--- config.mk ---
export PLATFORM = sky130hd
export DESIGN_NAME = rc4_stream_cipher_unit
export DESIGN_NICKNAME = d
export VERILOG_FILES = /design/src/sv/rc4_pkg.sv /design/src/sv/rc4_stream_cipher_unit.sv /design/src/sv/rc4_core.sv
export SDC_FILE = /design/constraint.sdc
export NUM_CORES = 2
export LEC_CHECK = 0
export BUFFER_PORTS_ARGS = -buffer_cell sky130_fd_sc_hd__buf_2
export CAP_MARGIN = 20
export CORE_MARGIN = 2
export CORE_UTILIZATION = 40
export DETAILED_ROUTE_END_ITERATION = 12
export HOLD_SLACK_MARGIN = 0.03
export PLACE_DENSITY = 0.61
export SYNTH_ARGS = -nofsm -noshare
export SYNTH_HDL_FRONTEND = slang
export SYNTH_SLANG_ARGS = --single-unit
--- constraint.sdc ---
create_clock -name i_clk -period 15.3 [get_ports i_clk]
set_input_delay 1.53 -clock i_clk [delete_from_list [all_inputs] [get_ports i_clk]]
set_output_delay 1.53 -clock i_clk [all_outputs]
set_load 0.02 [all_outputs]
--- src/sv/rc4_pkg.sv ---
// ----------------------------------------------------------------------------
// RC4 cipher package
// Shared constants, request and result types and sequencer states.
// ----------------------------------------------------------------------------
package rc4_pkg;

    localparam int TABLE_SIZE    = 256;
    localparam int MAX_KEY_BYTES = 256;
    localparam int BYTE_W        = 8;
    localparam int ADDR_W        = $clog2(TABLE_SIZE);
    localparam int KEY_CNT_W     = $clog2(MAX_KEY_BYTES + 1);

    typedef enum logic {
        KIND_KEY  = 1'b0,
        KIND_DATA = 1'b1
    } t_kind;

    typedef struct packed {
        t_kind              kind;
        logic [BYTE_W-1:0]  value;
        logic               key_last;
    } t_req;

    typedef struct packed {
        logic               valid;
        logic [BYTE_W-1:0]  out_byte;
    } t_res;

    typedef enum logic [2:0] {
        ST_FILL,
        ST_IDLE,
        ST_RD_I,
        ST_RD_J,
        ST_WR_I,
        ST_WR_J,
        ST_RD_K,
        ST_XOR
    } t_state;

endpackage

--- src/sv/rc4_stream_cipher_unit.sv ---
// ----------------------------------------------------------------------------
// RC4 stream cipher unit
// Streaming RC4: key bytes are stored, the marked last key byte runs the key
// schedule, and data bytes come back XORed with the keystream.
// ----------------------------------------------------------------------------
// After reset the unit fills its permutation table with the identity before the
// first request is accepted. Key bytes without the last mark are taken one per
// cycle. A key byte marked last occupies the unit while it reloads the identity
// and runs the mixing pass, which reads and swaps two table entries per index.
// A data byte takes the same swap, a keystream read and the XOR state, where
// back-pressure can hold it, before the next request is accepted. This order
// follows from the permutation memory's single registered read port, shared by
// every table read and swap. The result waits in an output register, so the
// core returns to idle while a finished byte still waits on the downstream side.
module rc4_stream_cipher_unit (
    input  logic       i_clk,
    input  logic       i_rst_n,
    input  logic       s_axis_tvalid,
    output logic       s_axis_tready,
    input  logic [7:0] s_axis_tdata,   // [7:0] value
    input  logic [0:0] s_axis_tuser,   // [0] kind
    input  logic       s_axis_tlast,   // key_last
    output logic       m_axis_tvalid,
    input  logic       m_axis_tready,
    output logic [7:0] m_axis_tdata    // [7:0] out_byte
);
    import rc4_pkg::*;

    t_req              req;
    t_res              res;
    logic              res_ready;
    logic              r_out_valid;
    logic [BYTE_W-1:0] r_out_byte;

    assign req.kind     = t_kind'(s_axis_tuser[0]);
    assign req.value    = s_axis_tdata;
    assign req.key_last = s_axis_tlast;

    assign res_ready = !r_out_valid || m_axis_tready;

    rc4_core u_core (
        .i_clk       (i_clk),
        .i_rst_n     (i_rst_n),
        .i_req_valid (s_axis_tvalid),
        .o_req_ready (s_axis_tready),
        .i_req       (req),
        .o_res       (res),
        .i_res_ready (res_ready)
    );

    always_ff @(posedge i_clk) begin
        if (!i_rst_n) begin
            r_out_valid <= 1'b0;
        end else if (res.valid && res_ready) begin
            r_out_valid <= 1'b1;
        end else if (m_axis_tready) begin
            r_out_valid <= 1'b0;
        end
    end

    always_ff @(posedge i_clk) begin
        if (res.valid && res_ready) begin
            r_out_byte <= res.out_byte;
        end
    end

    assign m_axis_tvalid = r_out_valid;
    assign m_axis_tdata  = r_out_byte;

endmodule

--- src/sv/rc4_core.sv ---
// ----------------------------------------------------------------------------
// RC4 core sequencer
// Holds the permutation table and the key store in memories with one write and
// one registered read port each, and runs the identity fill, the key schedule
// and the generator step in one state sequence.
// ----------------------------------------------------------------------------
module rc4_core (
    input  logic           i_clk,
    input  logic           i_rst_n,
    input  logic           i_req_valid,
    output logic           o_req_ready,
    input  rc4_pkg::t_req  i_req,
    output rc4_pkg::t_res  o_res,
    input  logic           i_res_ready
);
    import rc4_pkg::*;

    logic [BYTE_W-1:0] r_perm [TABLE_SIZE];
    logic [BYTE_W-1:0] r_keys [MAX_KEY_BYTES];

    t_state               r_state, n_state;
    logic                 r_sched, n_sched;
    logic [ADDR_W-1:0]    r_i, n_i;
    logic [ADDR_W-1:0]    r_j, n_j;
    logic [ADDR_W-1:0]    r_kpos, n_kpos;
    logic [KEY_CNT_W-1:0] r_key_count, n_key_count;
    logic [KEY_CNT_W-1:0] r_key_length, n_key_length;
    logic [BYTE_W-1:0]    r_value, n_value;
    logic [BYTE_W-1:0]    r_si, n_si;
    logic [BYTE_W-1:0]    r_sj, n_sj;

    logic [BYTE_W-1:0]    r_s_rdata;
    logic [BYTE_W-1:0]    r_k_rdata;
    logic                 s_we;
    logic [ADDR_W-1:0]    s_waddr;
    logic [BYTE_W-1:0]    s_wdata;
    logic [ADDR_W-1:0]    s_raddr;
    logic                 k_we;
    logic [ADDR_W-1:0]    k_waddr;
    logic [BYTE_W-1:0]    key_byte;
    logic [KEY_CNT_W-1:0] count_after;
    logic [KEY_CNT_W-1:0] kpos_next;

    always_ff @(posedge i_clk) begin
        if (s_we) begin
            r_perm[s_waddr] <= s_wdata;
        end
        r_s_rdata <= r_perm[s_raddr];
    end

    always_ff @(posedge i_clk) begin
        if (k_we) begin
            r_keys[k_waddr] <= i_req.value;
        end
        r_k_rdata <= r_keys[r_kpos];
    end

    always_ff @(posedge i_clk) begin
        if (!i_rst_n) begin
            r_state      <= ST_FILL;
            r_sched      <= 1'b0;
            r_i          <= '0;
            r_j          <= '0;
            r_kpos       <= '0;
            r_key_count  <= '0;
            r_key_length <= '0;
        end else begin
            r_state      <= n_state;
            r_sched      <= n_sched;
            r_i          <= n_i;
            r_j          <= n_j;
            r_kpos       <= n_kpos;
            r_key_count  <= n_key_count;
            r_key_length <= n_key_length;
        end
    end

    always_ff @(posedge i_clk) begin
        r_value <= n_value;
        r_si    <= n_si;
        r_sj    <= n_sj;
    end

    // An empty key acts as all zero bytes.
    assign key_byte  = (r_key_length != '0) ? r_k_rdata : '0;
    assign kpos_next = {1'b0, r_kpos} + KEY_CNT_W'(1);

    always_comb begin
        n_state      = r_state;
        n_sched      = r_sched;
        n_i          = r_i;
        n_j          = r_j;
        n_kpos       = r_kpos;
        n_key_count  = r_key_count;
        n_key_length = r_key_length;
        n_value      = r_value;
        n_si         = r_si;
        n_sj         = r_sj;
        s_we         = 1'b0;
        s_waddr      = r_i;
        s_wdata      = r_s_rdata;
        s_raddr      = r_i;
        k_we         = 1'b0;
        k_waddr      = r_key_count[ADDR_W-1:0];
        count_after  = r_key_count;
        o_req_ready  = 1'b0;
        o_res.valid    = 1'b0;
        o_res.out_byte = r_value ^ r_s_rdata;

        case (r_state)
            ST_FILL: begin
                s_we    = 1'b1;
                s_wdata = BYTE_W'(r_i);
                n_i     = r_i + ADDR_W'(1);
                if (r_i == ADDR_W'(TABLE_SIZE - 1)) begin
                    n_j    = '0;
                    n_kpos = '0;
                    n_state = r_sched ? ST_RD_I : ST_IDLE;
                end
            end
            ST_IDLE: begin
                o_req_ready = 1'b1;
                if (i_req_valid) begin
                    if (i_req.kind == KIND_KEY) begin
                        if (r_key_count < KEY_CNT_W'(MAX_KEY_BYTES)) begin
                            k_we        = 1'b1;
                            count_after = r_key_count + KEY_CNT_W'(1);
                        end
                        n_key_count = count_after;
                        if (i_req.key_last) begin
                            n_key_length = count_after;
                            n_key_count  = '0;
                            n_sched      = 1'b1;
                            n_i          = '0;
                            n_state      = ST_FILL;
                        end
                    end else begin
                        n_value = i_req.value;
                        n_sched = 1'b0;
                        n_i     = r_i + ADDR_W'(1);
                        n_state = ST_RD_I;
                    end
                end
            end
            ST_RD_I: begin
                s_raddr = r_i;
                n_state = ST_RD_J;
            end
            ST_RD_J: begin
                n_si    = r_s_rdata;
                n_j     = r_j + r_s_rdata + (r_sched ? key_byte : '0);
                s_raddr = n_j;
                n_state = ST_WR_I;
            end
            ST_WR_I: begin
                s_we    = 1'b1;
                s_waddr = r_i;
                s_wdata = r_s_rdata;
                n_sj    = r_s_rdata;
                n_state = ST_WR_J;
            end
            ST_WR_J: begin
                s_we    = 1'b1;
                s_waddr = r_j;
                s_wdata = r_si;
                if (r_sched) begin
                    n_i    = r_i + ADDR_W'(1);
                    n_kpos = (kpos_next >= r_key_length) ? '0 : kpos_next[ADDR_W-1:0];
                    if (r_i == ADDR_W'(TABLE_SIZE - 1)) begin
                        n_j     = '0;
                        n_state = ST_IDLE;
                    end else begin
                        n_state = ST_RD_I;
                    end
                end else begin
                    n_state = ST_RD_K;
                end
            end
            ST_RD_K: begin
                s_raddr = r_si + r_sj;
                n_state = ST_XOR;
            end
            ST_XOR: begin
                // Keep the keystream address so the read data stays put while stalled.
                s_raddr     = r_si + r_sj;
                o_res.valid = 1'b1;
                if (i_res_ready) begin
                    n_state = ST_IDLE;
                end
            end
            default: begin
                n_state = ST_IDLE;
            end
        endcase
    end

endmodule

==> results.cfg <==
[cts]
cts_resized = 0
clock-sinks = 4191
cts_hold_buf = 0
htree_levels = 5
clk_latency_ps = 980
clock_path_buffers = 4
clk_pin_slew_ps = 60
post_cts_buffers = 0
cts_buffers = 403
cts_tree = yes
root_buffer = clkbuf_16

[drt]
vias = 85690
first_iter_violations = 10610
drc = 0
viasPerCell = 5.823
wl_mm = 424.7
firstDrtPassIters = 9
wl_per_cell_um = 28.86
ant_nets = 0

[logic_synthesis]
syn_nets = 8929
synth_edf_count = 4128
syn_area_mm2 = 0.1653
ys.flop_type = edfxtp_1
syn_inst = 8878
ys.warnings.count = 0
avgSynthCellArea_um2 = 18.62
synth.distinct_cells = 83
ys_async_sr_fraction_pct = 0
ys_seq_area_share_pct = 75.77
ys_seq_elements = 4191

[timing]
skew_ps = 67.40
worst_slew_pin_slew_ps = 1374
timing.final.crit_share_pct = 51.65
setup_viol = 0
fmax_ghz = 0.1265
rsz0062_at_grt = no
period_needed_ps = 7902
setup_tns_ps = 0
drv_slew = 0
hold_viol = 0
slew_headroom_pct = 8.394

[final_layout]
layout_commonest_cell = edfxtp_1
areaGrowthSynthToFinish_pct = 11.68
layout_common_cells = 4128 x edfxtp_1, 1003 x nand2_1, 887 x mux4_2
drive_gt1_share_pct = 18.72
postLayoutCoreUtil_pct = 44.78
design_area_mm2 = 0.1846
final_nets = 8953
fillerInstances = 34910

[critical_path]
start_kind = register
crit_type = reg -> reg
worstPathMaxFanout = 101
end_kind = register
critPathArrivalTime_ps = 8760
required_ps = 16160

[floorplan]
core_mm2 = 0.4122
die-height_um = 646.8
die_w_um = 646.8
rows = 236
ios = 24
initial_core_util_pct = 40.09
dieArea_mm2 = 0.4183

[global_route]
grt_pass1_vias = 85060
grt_first_pass_wirelength_mm = 611.7
grt_max_degree = 256
overflow = 0
antenna_found_initial = 19
grt_usage_pct = 19.91

[hold_path]
hold_path.class = reg -> reg

[status]
status = finished clean

[power_and_ir_drop]
p_per_area_mw_per_mm2 = 129.1
ir_drop_uv = 127.2
power_leakage_nw = 55.35

[place]
place.gp.congestion = 0.8829
post-dp-hpwl_mm = 249.7
place_area_mm2 = 0.1711
portBuffers = 23

[flow_run]
drv_cap = 0
-- metal layers --
metal,vias up,track usage [%],wire length (um)
li1,35810,-,-
met1,45210,27.35,169500
met2,3929,32.19,204100
met3,747,3.043,33780
met4,2,7.537,17320
met5,-,0,15
-- metrics by stage --
step | hold WS (ps) | power (mW) | setup slack (ps) | cells
2_1_floorplan | 469.1 | 13.51 | 2356 | 8878
3_3_place_gp | 498.5 | 13.90 | 7774 | 13960
3_5_place_dp | 505.6 | 13.92 | 7622 | 13960
4_1_cts | 516.5 | 23.95 | 7604 | 14700
5_1_grt | 538.6 | 24.44 | 7377 | 14710
6_report | 510.4 | 23.84 | 7398 | 14720
-- flip-flops by register name, summed over array words and instances, names as in the netlist, 9 cells and up --
signal,cells
u_core.r_perm,2048
u_core.r_key_count,9
u_core.r_keys,2048
u_core.r_key_length,9
-- critical path: stages, from the launching register on --
cell,delay (ps)
dfxtp_1,310
nor4_1,420
a31oi_1,160
buf_4,180
and2_1,170
fa_1,490
ha_1,180
inv_1,70
fa_1,550
nand3b_1,130
a21o_2,140
buf_4,380
buf_4,390
nand2_4,430
buf_12,370
buf_4,590
a211oi_1,410
a311oi_1,100
a311oi_1,320
nor3_1,90
a2111oi_0,1110
a311oi_1,240
and4b_1,300
-- cells in the mapped netlist, types with 33 or more instances --
master / number / area (um2)
edfxtp_1: 4128 / 124000
nand2_1: 1014 / 3806
mux4_2: 887 / 19980
nor2_1: 584 / 2192
a21oi_1: 289 / 1446
clkbuf_1: 279 / 1047
nand3_1: 247 / 1236
buf_2: 177 / 885.9
a221oi_1: 95 / 832.1
o21ai_0: 95 / 475.5
mux2i_1: 93 / 930.9
a31oi_1: 76 / 475.5
and3_1: 75 / 469.2
a211oi_1: 73 / 548.0
dfxtp_1: 63 / 1261
a311oi_1: 51 / 446.7
a32oi_1: 49 / 429.2
buf_1: 48 / 180.2
inv_1: 47 / 176.4
nand4_1: 45 / 281.5
o22ai_1: 43 / 269.0
nor2b_1: 33 / 206.5
-- where the power goes --
group / switching, mW / internal (mW)
registers: 0.0298 / 12.6
logic: 0.779 / 0.295
clock network: 4.33 / 5.82
total: 5.14 / 18.7
-- path summary, 6_finish.rpt --
kind	cells after the start	start	slack, ps	endpoint
worst max-delay path	22	u_core.r_key_length[2]	7400	u_core.r_s_rdata[5]
worst min-delay path	2	u_core.r_j[5]	510	u_core.r_j[5]
worst max register to register	22	u_core.r_key_length[2]	7400	u_core.r_s_rdata[5]
worst min register to register	2	u_core.r_j[5]	510	u_core.r_j[5]
-- kinds of logic after synthesis --
logic type	after synthesis	share of synthesized area, %
buf+inv	620	1.844
fa+ha+maj	37	0.3210
mux	995	12.84
simple gates	2106	5.392
xor+xnor	36	0.1908
flops	4191	75.77
compound gates	893	3.640
-- area by class of cell --
type                            count  area (um2)  area share, %
Sequential cell                  4191      125200          67.85
Multi-Input combinational cell   4067       37220          20.17
Clock buffer                      478       10480          5.679
Tap cell                         5474        6849          3.711
Clock inverter                    254        2867          1.553
Timing Repair Buffer              191        1703         0.9226
Inverter                           48       182.7        0.09897
Antenna cell                       12       30.03        0.01627
Note: power is estimated with default switching activity, not from simulation.
